## src/rtl/core/sv32tlb_pkg.sv

```systemverilog
`default_nettype none

package sv32tlb_pkg;

   // Default number of TLB entries.
   localparam int ENTRY_COUNT_DEFAULT = 16;

   // Page table entry bits.
   localparam logic [31:0] PTE_VALID_MASK = 32'h0000_0001;
   localparam logic [31:0] PTE_RWX_MASK   = 32'h0000_000E;
   localparam logic [31:0] PTE_WRITE_MASK = 32'h0000_0004;

   // Operation codes of an input item.
   localparam logic [1:0] OP_TRANSLATE = 2'd0;
   localparam logic [1:0] OP_READ_DATA = 2'd1;
   localparam logic [1:0] OP_FLUSH     = 2'd2;
   localparam logic [1:0] OP_RESERVED  = 2'd3;

   // Result kinds.
   localparam logic [1:0] KIND_DONE     = 2'd0;
   localparam logic [1:0] KIND_MEM_READ = 2'd1;
   localparam logic [1:0] KIND_FLUSHED  = 2'd2;
   localparam logic [1:0] KIND_ERROR    = 2'd3;

   // Fault codes.
   localparam logic [1:0] FAULT_NONE  = 2'd0;
   localparam logic [1:0] FAULT_INSTR = 2'd1;
   localparam logic [1:0] FAULT_LOAD  = 2'd2;
   localparam logic [1:0] FAULT_STORE = 2'd3;

   // Configuration register indexes.
   localparam logic CSR_TABLE_BASE = 1'b0;
   localparam logic CSR_TLB_ENABLE = 1'b1;

   typedef enum logic [1:0] {
      PH_IDLE,
      PH_DIRECT,
      PH_LEVEL1,
      PH_LEVEL0
   } walk_phase_type;

   typedef enum logic {
      ST_IDLE,
      ST_SEARCH
   } state_type;

   typedef struct packed {
      logic [1:0]  op;
      logic [31:0] virt_addr;
      logic        write_access;
      logic        fetch_access;
      logic [31:0] read_data;
   } req_type;

   typedef struct packed {
      logic [1:0]  kind;
      logic [31:0] phys_addr;
      logic [1:0]  fault;
      logic        tlb_hit;
      logic [31:0] mem_addr;
   } rsp_type;

   // One TLB entry as kept in the entry memory.
   typedef struct packed {
      logic [19:0] vpn;
      logic [21:0] frame;
      logic        writable;
   } entry_type;

   // Control from the sequencer to the replacement state.
   typedef struct packed {
      logic flush;
      logic touch;
      logic fill;
   } lru_ctl_type;

endpackage

`default_nettype wire

```

## src/rtl/core/sv32tlb_entry_ram.sv

```systemverilog
`default_nettype none

module sv32tlb_entry_ram #(
   parameter int ENTRY_COUNT = sv32tlb_pkg::ENTRY_COUNT_DEFAULT,
   localparam int IDX_W = (ENTRY_COUNT > 1) ? $clog2(ENTRY_COUNT) : 1
) (
   input  wire logic                   clock,
   input  wire logic                   wr_en,
   input  wire logic [IDX_W-1:0]       wr_idx,
   input  wire sv32tlb_pkg::entry_type wr_data,
   input  wire logic [IDX_W-1:0]       rd_idx,
   output sv32tlb_pkg::entry_type      rd_data
);
   import sv32tlb_pkg::*;

   entry_type mem [ENTRY_COUNT];
   entry_type rd_data_ff;

   // Single write port.
   always_ff @(posedge clock) begin
      if (wr_en) begin
         mem[wr_idx] <= wr_data;
      end
   end

   // Registered read port.
   always_ff @(posedge clock) begin
      rd_data_ff <= mem[rd_idx];
   end

   assign rd_data = rd_data_ff;

endmodule

`default_nettype wire

```

## src/rtl/core/sv32tlb_lru.sv

```systemverilog
`default_nettype none

module sv32tlb_lru #(
   parameter int ENTRY_COUNT = sv32tlb_pkg::ENTRY_COUNT_DEFAULT,
   localparam int IDX_W = (ENTRY_COUNT > 1) ? $clog2(ENTRY_COUNT) : 1
) (
   input  wire logic                     clock,
   input  wire logic                     reset,
   input  wire sv32tlb_pkg::lru_ctl_type ctl,
   input  wire logic [IDX_W-1:0]         idx,
   output logic [ENTRY_COUNT-1:0]        valid,
   output logic [IDX_W-1:0]              victim
);
   import sv32tlb_pkg::*;

   logic [ENTRY_COUNT-1:0] valid_ff;
   logic [ENTRY_COUNT-1:0] valid_in;
   logic [IDX_W-1:0]       rank_ff [ENTRY_COUNT];
   logic [IDX_W-1:0]       rank_in [ENTRY_COUNT];
   logic [IDX_W-1:0]       touched_rank;
   logic [IDX_W-1:0]       oldest_idx;
   logic [IDX_W-1:0]       free_idx;
   logic                   free_found;

   assign touched_rank = rank_ff[idx];

   // Next valid bits and ranks; a touched or filled entry becomes most recent.
   always_comb begin
      valid_in = valid_ff;
      for (int i = 0; i < ENTRY_COUNT; i++) begin
         rank_in[i] = rank_ff[i];
      end
      if (ctl.flush) begin
         valid_in = '0;
         for (int i = 0; i < ENTRY_COUNT; i++) begin
            rank_in[i] = IDX_W'(i);
         end
      end else if (ctl.touch || ctl.fill) begin
         if (ctl.fill) begin
            valid_in[idx] = 1'b1;
         end
         for (int i = 0; i < ENTRY_COUNT; i++) begin
            if (rank_ff[i] < touched_rank) begin
               rank_in[i] = rank_ff[i] + 1'b1;
            end
         end
         rank_in[idx] = '0;
      end
   end

   always_ff @(posedge clock) begin
      if (reset) begin
         valid_ff <= '0;
         for (int i = 0; i < ENTRY_COUNT; i++) begin
            rank_ff[i] <= IDX_W'(i);
         end
      end else begin
         valid_ff <= valid_in;
         for (int i = 0; i < ENTRY_COUNT; i++) begin
            rank_ff[i] <= rank_in[i];
         end
      end
   end

   // Victim: the lowest invalid entry, else the least recent one.
   always_comb begin
      free_idx   = '0;
      free_found = 1'b0;
      oldest_idx = '0;
      for (int i = ENTRY_COUNT - 1; i >= 0; i--) begin
         if (!valid_ff[i]) begin
            free_idx   = IDX_W'(i);
            free_found = 1'b1;
         end
         if (rank_ff[i] == IDX_W'(ENTRY_COUNT - 1)) begin
            oldest_idx = IDX_W'(i);
         end
      end
      victim = free_found ? free_idx : oldest_idx;
   end

   assign valid = valid_ff;

endmodule

`default_nettype wire

```

## src/rtl/core/sv32_tlb_translation_unit.sv

```systemverilog
// Channel   Ports                          Direction  Handshake
// request   start, busy, req_item          in         taken when start=1 and busy=0
// result    rsp_valid, rsp_item            out        one cycle strobe, no back pressure
// config    csr_we, csr_index, csr_wdata   in         written when csr_we=1
//
// Each item gives exactly one result, in the cycle after it finishes.
// Flush, walk data, error items, identity and TLB-disabled translations finish in the cycle they are taken.
// A TLB lookup reads one entry per cycle: busy stays high until a hit, or until the last
// entry has been checked on a miss.
// Reset is synchronous and clears control state; no clearing pass is needed.
// busy is high during a lookup; results cannot be stalled.
`default_nettype none

module sv32_tlb_translation_unit #(
   parameter int ENTRY_COUNT = sv32tlb_pkg::ENTRY_COUNT_DEFAULT
) (
   input  wire logic                 clock,
   input  wire logic                 reset,
   input  wire logic                 start,
   output logic                      busy,
   input  wire sv32tlb_pkg::req_type req_item,
   output logic                      rsp_valid,
   output sv32tlb_pkg::rsp_type      rsp_item,
   input  wire logic                 csr_we,
   input  wire logic                 csr_index,
   input  wire logic [31:0]          csr_wdata
);
   import sv32tlb_pkg::*;

   localparam int IDX_W = (ENTRY_COUNT > 1) ? $clog2(ENTRY_COUNT) : 1;

   state_type      state_ff, state_in;
   walk_phase_type walk_ff, walk_in;
   logic [33:0]    pend_ff, pend_in;
   logic [IDX_W-1:0] cnt_ff, cnt_in;
   logic [31:0]    base_ff;
   logic           enable_ff;
   logic           rsp_valid_ff, rsp_valid_in;
   rsp_type        rsp_ff, rsp_in;

   lru_ctl_type            lru_ctl;
   logic [IDX_W-1:0]       lru_idx;
   logic [ENTRY_COUNT-1:0] valid;
   logic [IDX_W-1:0]       victim;
   logic                   ram_wr_en;
   entry_type              ram_wr_data;
   logic [IDX_W-1:0]       ram_rd_idx;
   entry_type              ram_rd_data;

   logic [31:0] walk_va;
   logic [31:0] walk_addr;
   logic        walk_direct;
   logic [31:0] pva;
   logic        p_wr;
   logic        p_fe;
   logic [31:0] fin_pte;
   logic [31:0] rd;

   sv32tlb_entry_ram #(.ENTRY_COUNT(ENTRY_COUNT)) u_ram (
      .clock   (clock),
      .wr_en   (ram_wr_en),
      .wr_idx  (victim),
      .wr_data (ram_wr_data),
      .rd_idx  (ram_rd_idx),
      .rd_data (ram_rd_data)
   );

   sv32tlb_lru #(.ENTRY_COUNT(ENTRY_COUNT)) u_lru (
      .clock  (clock),
      .reset  (reset),
      .ctl    (lru_ctl),
      .idx    (lru_idx),
      .valid  (valid),
      .victim (victim)
   );

   // Configuration registers.
   always_ff @(posedge clock) begin
      if (reset) begin
         base_ff   <= '0;
         enable_ff <= 1'b1;
      end else if (csr_we) begin
         unique case (csr_index)
            CSR_TABLE_BASE: base_ff <= csr_wdata;
            CSR_TLB_ENABLE: enable_ff <= csr_wdata[0];
            default: ;
         endcase
      end
   end

   assign pva  = pend_ff[31:0];
   assign p_wr = pend_ff[32];
   assign p_fe = pend_ff[33];
   assign rd   = req_item.read_data;

   // First read of a new walk.
   assign walk_va     = (state_ff == ST_SEARCH) ? pva : req_item.virt_addr;
   assign walk_direct = (walk_va[31:22] == 10'd0);
   assign walk_addr   = walk_direct ? base_ff + {20'd0, walk_va[21:12], 2'b00}
                                    : base_ff + {20'd0, walk_va[31:22], 2'b00};

   // Final page table word of a walk; a missing level-one entry ends as not present.
   always_comb begin
      fin_pte = rd;
      if (walk_ff == PH_LEVEL1) begin
         fin_pte = '0;
      end
   end

   assign ram_wr_data.vpn      = pva[31:12];
   assign ram_wr_data.frame    = fin_pte[31:10];
   assign ram_wr_data.writable = fin_pte[2];

   // Sequencer: next state, memory and replacement control, result.
   always_comb begin
      logic finish;
      finish       = 1'b0;
      state_in     = state_ff;
      walk_in      = walk_ff;
      pend_in      = pend_ff;
      cnt_in       = cnt_ff;
      rsp_valid_in = 1'b0;
      rsp_in       = '0;
      lru_ctl      = '0;
      lru_idx      = victim;
      ram_wr_en    = 1'b0;
      ram_rd_idx   = cnt_ff + 1'b1;

      unique case (state_ff)
         ST_IDLE: begin
            ram_rd_idx = '0;
            if (start) begin
               rsp_valid_in = 1'b1;
               rsp_in.kind  = KIND_ERROR;
               priority if (req_item.op == OP_FLUSH) begin
                  lru_ctl.flush = 1'b1;
                  rsp_in.kind   = KIND_FLUSHED;
               end else if (req_item.op == OP_TRANSLATE) begin
                  if (walk_ff == PH_IDLE) begin
                     if (base_ff == '0) begin
                        rsp_in.kind      = KIND_DONE;
                        rsp_in.phys_addr = req_item.virt_addr;
                        rsp_in.tlb_hit   = 1'b1;
                     end else begin
                        pend_in = {req_item.fetch_access, req_item.write_access,
                                   req_item.virt_addr};
                        if (enable_ff) begin
                           rsp_valid_in = 1'b0;
                           cnt_in       = '0;
                           state_in     = ST_SEARCH;
                        end else begin
                           rsp_in.kind     = KIND_MEM_READ;
                           rsp_in.mem_addr = walk_addr;
                           walk_in         = walk_direct ? PH_DIRECT : PH_LEVEL1;
                        end
                     end
                  end
               end else if (req_item.op == OP_READ_DATA && walk_ff != PH_IDLE) begin
                  unique case (walk_ff)
                     PH_DIRECT: begin
                        if ((rd & PTE_VALID_MASK) != '0 && (rd & PTE_RWX_MASK) != '0) begin
                           finish = 1'b1;
                        end else begin
                           rsp_in.kind     = KIND_MEM_READ;
                           rsp_in.mem_addr = base_ff + {20'd0, pva[31:22], 2'b00};
                           walk_in         = PH_LEVEL1;
                        end
                     end
                     PH_LEVEL1: begin
                        if ((rd & PTE_VALID_MASK) == '0) begin
                           finish = 1'b1;
                        end else begin
                           rsp_in.kind     = KIND_MEM_READ;
                           rsp_in.mem_addr = {rd[29:10], 12'd0} + {20'd0, pva[21:12], 2'b00};
                           walk_in         = PH_LEVEL0;
                        end
                     end
                     default: finish = 1'b1;
                  endcase
               end

               // Leaf handling: faults, then fill and translation.
               if (finish) begin
                  walk_in     = PH_IDLE;
                  rsp_in.kind = KIND_DONE;
                  if ((fin_pte & PTE_VALID_MASK) == '0) begin
                     rsp_in.fault = p_fe ? FAULT_INSTR : (p_wr ? FAULT_STORE : FAULT_LOAD);
                  end else if (p_wr && (fin_pte & PTE_WRITE_MASK) == '0) begin
                     rsp_in.fault = FAULT_STORE;
                  end else begin
                     rsp_in.phys_addr = {fin_pte[29:10], pva[11:0]};
                     if (enable_ff) begin
                        ram_wr_en    = 1'b1;
                        lru_ctl.fill = 1'b1;
                     end
                  end
               end
            end
         end
         ST_SEARCH: begin
            // Entry cnt_ff is on the memory read port this cycle.
            if (valid[cnt_ff] && ram_rd_data.vpn == pva[31:12]) begin
               lru_ctl.touch  = 1'b1;
               lru_idx        = cnt_ff;
               rsp_valid_in   = 1'b1;
               rsp_in.kind    = KIND_DONE;
               rsp_in.tlb_hit = 1'b1;
               if (p_wr && !ram_rd_data.writable) begin
                  rsp_in.fault = p_fe ? FAULT_INSTR : FAULT_STORE;
               end else begin
                  rsp_in.phys_addr = {ram_rd_data.frame[19:0], pva[11:0]};
               end
               state_in = ST_IDLE;
            end else if (cnt_ff == IDX_W'(ENTRY_COUNT - 1)) begin
               rsp_valid_in    = 1'b1;
               rsp_in.kind     = KIND_MEM_READ;
               rsp_in.mem_addr = walk_addr;
               walk_in         = walk_direct ? PH_DIRECT : PH_LEVEL1;
               state_in        = ST_IDLE;
            end else begin
               cnt_in = cnt_ff + 1'b1;
            end
         end
         default: state_in = ST_IDLE;
      endcase
   end

   // Control registers.
   always_ff @(posedge clock) begin
      if (reset) begin
         state_ff     <= ST_IDLE;
         walk_ff      <= PH_IDLE;
         pend_ff      <= '0;
         rsp_valid_ff <= 1'b0;
      end else begin
         state_ff     <= state_in;
         walk_ff      <= walk_in;
         pend_ff      <= pend_in;
         rsp_valid_ff <= rsp_valid_in;
      end
   end

   // Payload registers.
   always_ff @(posedge clock) begin
      cnt_ff <= cnt_in;
      rsp_ff <= rsp_in;
   end

   assign busy      = (state_ff != ST_IDLE);
   assign rsp_valid = rsp_valid_ff;
   assign rsp_item  = rsp_ff;

endmodule

`default_nettype wire
```

## config.mk

```make
export PLATFORM = sky130hd
export DESIGN_NAME = sv32_tlb_translation_unit
export DESIGN_NICKNAME = d
export VERILOG_FILES = /design/src/rtl/core/sv32tlb_pkg.sv /design/src/rtl/core/sv32tlb_entry_ram.sv /design/src/rtl/core/sv32tlb_lru.sv /design/src/rtl/core/sv32_tlb_translation_unit.sv
export SDC_FILE = /design/constraint.sdc
export NUM_CORES = 2
export LEC_CHECK = 0
export ABC_AREA = 1
export BUFFER_PORTS_ARGS = -buffer_cell sky130_fd_sc_hd__buf_2
export CAP_MARGIN = 15
export CORE_MARGIN = 2
export CORE_UTILIZATION = 60
export CTS_CLUSTER_SIZE = 25
export DETAILED_ROUTE_END_ITERATION = 6
export GPL_TIMING_DRIVEN = 0
export PLACE_DENSITY = 0.78
export SETUP_SLACK_MARGIN = 0.2
export SKIP_LAST_GASP = 1
export SYNTH_ARGS = -nofsm -noshare
export SYNTH_HDL_FRONTEND = slang
export SYNTH_HIERARCHICAL = 1
export SYNTH_SLANG_ARGS = --single-unit
```

## constraint.sdc

```tcl
create_clock -name clock -period 7 [get_ports clock]
set_input_delay 0.7 -clock clock [delete_from_list [all_inputs] [get_ports clock]]
set_output_delay 0.7 -clock clock [all_outputs]
set_load 0.03 [all_outputs]
```

==> run summary <==
First-pass DRT Iterations: 7
Area delta synth->final: 13.6%
CP Class: reg2reg
Net Sw Frac: 24.2%
Syn Nets: 5286
Crit path time final: 6.56 ns
Worst Path Arrival: 7.11 ns
Clk pin slew, worst setup/hold paths: 0.06 ns
Resized cells post-CTS: 0
First-pass GRT wire length: 217000 µm
Period utilization: 93.7%
Post-Syn Instances: 5090
Pin count of the biggest net entering global routing: 26
Worst-skew pair later-pin latency: 0.70 ns
Seq pwr share: 50.5%
Max Cap Violations: 0
Crit path capture type: register
# setup viols final: 0
Final wirelength: 149000 µm
DRC Markers: 0
Lkg Pwr: 0.0221 µW
Initial DRC count: 5168
Antenna Nets Post-Route: 0
Clk root buf: clkbuf_16
Power density over the cells: 238 nW/µm²
Fin. Hold Viols: 0
Fmax: 152 MHz
Slew Viols, Final: 0
Hold Path Class: in2reg
Syn Area/Cell: 8.66 µm²
Worst Max-Slew Pin Slew: 1.23 ns
FF/Latch Area: 25000 µm²
Pint: 9030 µW
Std cell rows: 99
Aggregate global-route resource usage: 39.1%
Power share of the clock group: 43.1%
Outcome: completed
Hold WS: 0.247 ns
CTS Hold Bufs: 0
Die W: 275 µm
Multi-input combinational cell area: 15000 µm²
YS warnings: 6
DR vias: 38126
Power share of the combinational group: 6.5%
Port bufs: 167
Setup Fix Bufs, Post-CTS: 0
Via-to-Cell Ratio: 5.93
I/O Pins: 176
Core Box Area: 72800 µm²
CP required: 7.55 ns
RSZ-0062 raised after global routing: no
GR Overflow Total: 0
H-Tree Depth: 3
Cell Area, Synth: 44100 µm²
NetSw: 2880 µW
Cts bufs inserted: 93
CTS sink count: 921
FILL cells: 5498
Drt wl/cell: 23.2 µm
Crit Path Max Fanout: 19
CTS tree: built
Post-DP HPWL: 105000 µm
Worst vdd ir: 0.220 mV
Routability Congestion: 1.04
Initial antenna violation count: 1
Layout Nets: 5580
CP Launch Type: register
Setup ws final: 0.442 ns
Layout cell share with drive strength beyond 1: 10.5%
Clock skew: 0.0558 ns
Vias in the first global route: 35567
Max transition margin: 17.5%
DIE AREA: 75600 µm²
Placement Setup Slack: 0.759 ns
Initial Util: 60.5%
Die height: 275 µm
Longest Clk Path Bufs: 3
==> cells in the final DEF, fill, tap and decap left out, types with 9 or more instances in the layout <==
| cell type | n |
|---|---|
| a21oi_1 | 186 |
| buf_1 | 23 |
| buf_12 | 14 |
| buf_16 | 9 |
| buf_2 | 250 |
| buf_4 | 27 |
| buf_6 | 15 |
| bufinv_16 | 9 |
| clkbuf_1 | 88 |
| clkbuf_16 | 93 |
| clkbuf_8 | 9 |
| clkinv_1 | 17 |
| clkinv_2 | 20 |
| dfxtp_1 | 257 |
| edfxtp_1 | 660 |
| ha_1 | 89 |
| inv_1 | 795 |
| inv_2 | 16 |
| nand2_1 | 1522 |
| nand2_2 | 20 |
| nand3_1 | 672 |
| nand4_1 | 36 |
| nor2_1 | 185 |
| nor2_4 | 21 |
| nor3_1 | 29 |
| o211ai_1 | 9 |
| o21ai_0 | 194 |
| o21ai_1 | 27 |
| o21ai_2 | 10 |
| o21bai_1 | 12 |
| o22ai_1 | 20 |
| xnor2_1 | 16 |
| xor2_1 | 12 |
==> worst max-delay path, stage by stage (launching register included) <==
cell and delay, ns:
dfxtp_1 1.05, xnor2_1 0.19, nand2_1 0.09, nor3_1 0.22, nand2_1 0.19, nor2_4 0.24
nand2_4 0.14, nor2_8 0.21, or2_2 0.16, o21ai_0 0.10, inv_1 0.33, buf_6 0.22
nor2_1 0.08, inv_1 0.18, clkbuf_1 0.53, o22ai_1 0.15, o21ai_0 0.42, nand2_1 0.19
a221oi_4 0.58, buf_8 0.23, ha_1 0.23, o21ai_1 0.08, nand2_1 0.06, nand2_1 0.07
nand2_1 0.10, nor2_2 0.16, xor2_1 0.16, nor2_1 0.05
==> power by group through the flow <==
stage                     sequential, µW  combinational [µW]  clock [µW]
after floorplan                     6080                 425           0
after global placement              6120                 712           0
after detailed placement            6120                 727           0
after CTS                           6000                 735        5130
after global routing                6010                 812        5340
final                               6010                 768        5130
==> cell type report <==
type                       instances  share of cell area [%]
clock buffer                     119                    5.02
multi-input combinational       3140                    30.0
antenna                            3                  0.0150
tap                              959                    2.40
timing repair buffer             199                    2.87
sequential                       921                    50.0
inverter                         817                    6.13
clock inverter                    55                    1.34
buffer                           212                    2.19
==> per-stage QoR <==
stage | std cells | setup TNS, ns | area, µm² | total power [µW] | util, %
4_1_cts | 6419 | 0 | 50000 | 11900 | 68.7
3_5_place_dp | 6245 | 0 | 46900 | 6850 | 64.3
5_1_grt | 6422 | 0 | 50100 | 12200 | 68.7
6_report | 6425 | 0 | 50100 | 11900 | 68.7
3_3_place_gp | 6216 | -68.98 | 46100 | 6830 | 63.3
2_1_floorplan | 5090 | 0 | 44100 | 6500 | -
==> per-layer routing <==
metal | track usage (%) | share of wire (%)
met4 | 19.9 | 5.7
met5 | 0 | 0.0094
met1 | 51.9 | 37
met3 | 9.40 | 14
met2 | 60.1 | 44
==> state kept, by name, indices dropped and copies added, names as in the netlist <==
register       count
pend_ff           34
u_ram/mem        656
walk_ff            2
u_lru/rank_ff     64
rsp_item          69
busy               1
rsp_valid          1
base_ff           32
cnt_ff             4
u_ram/rd_data     41
u_lru/valid       16
enable_ff          1
==> final timing paths <==
kind	from	end	slack, ns	cells after the start
min reg2reg	pend_ff[4]$_SDFFE_PP0P_	rsp_item[39]$_DFF_P_	0.44	2
max	pend_ff[12]$_SDFFE_PP0P_	u_lru/rank_ff[8][0]$_SDFFE_PP0N_	0.44	27
min	req_item[35]	rsp_item[36]$_DFF_P_	0.25	3
max reg2reg	pend_ff[12]$_SDFFE_PP0P_	u_lru/rank_ff[8][0]$_SDFFE_PP0N_	0.44	27
Note: power is estimated with default switching activity, not from simulation.
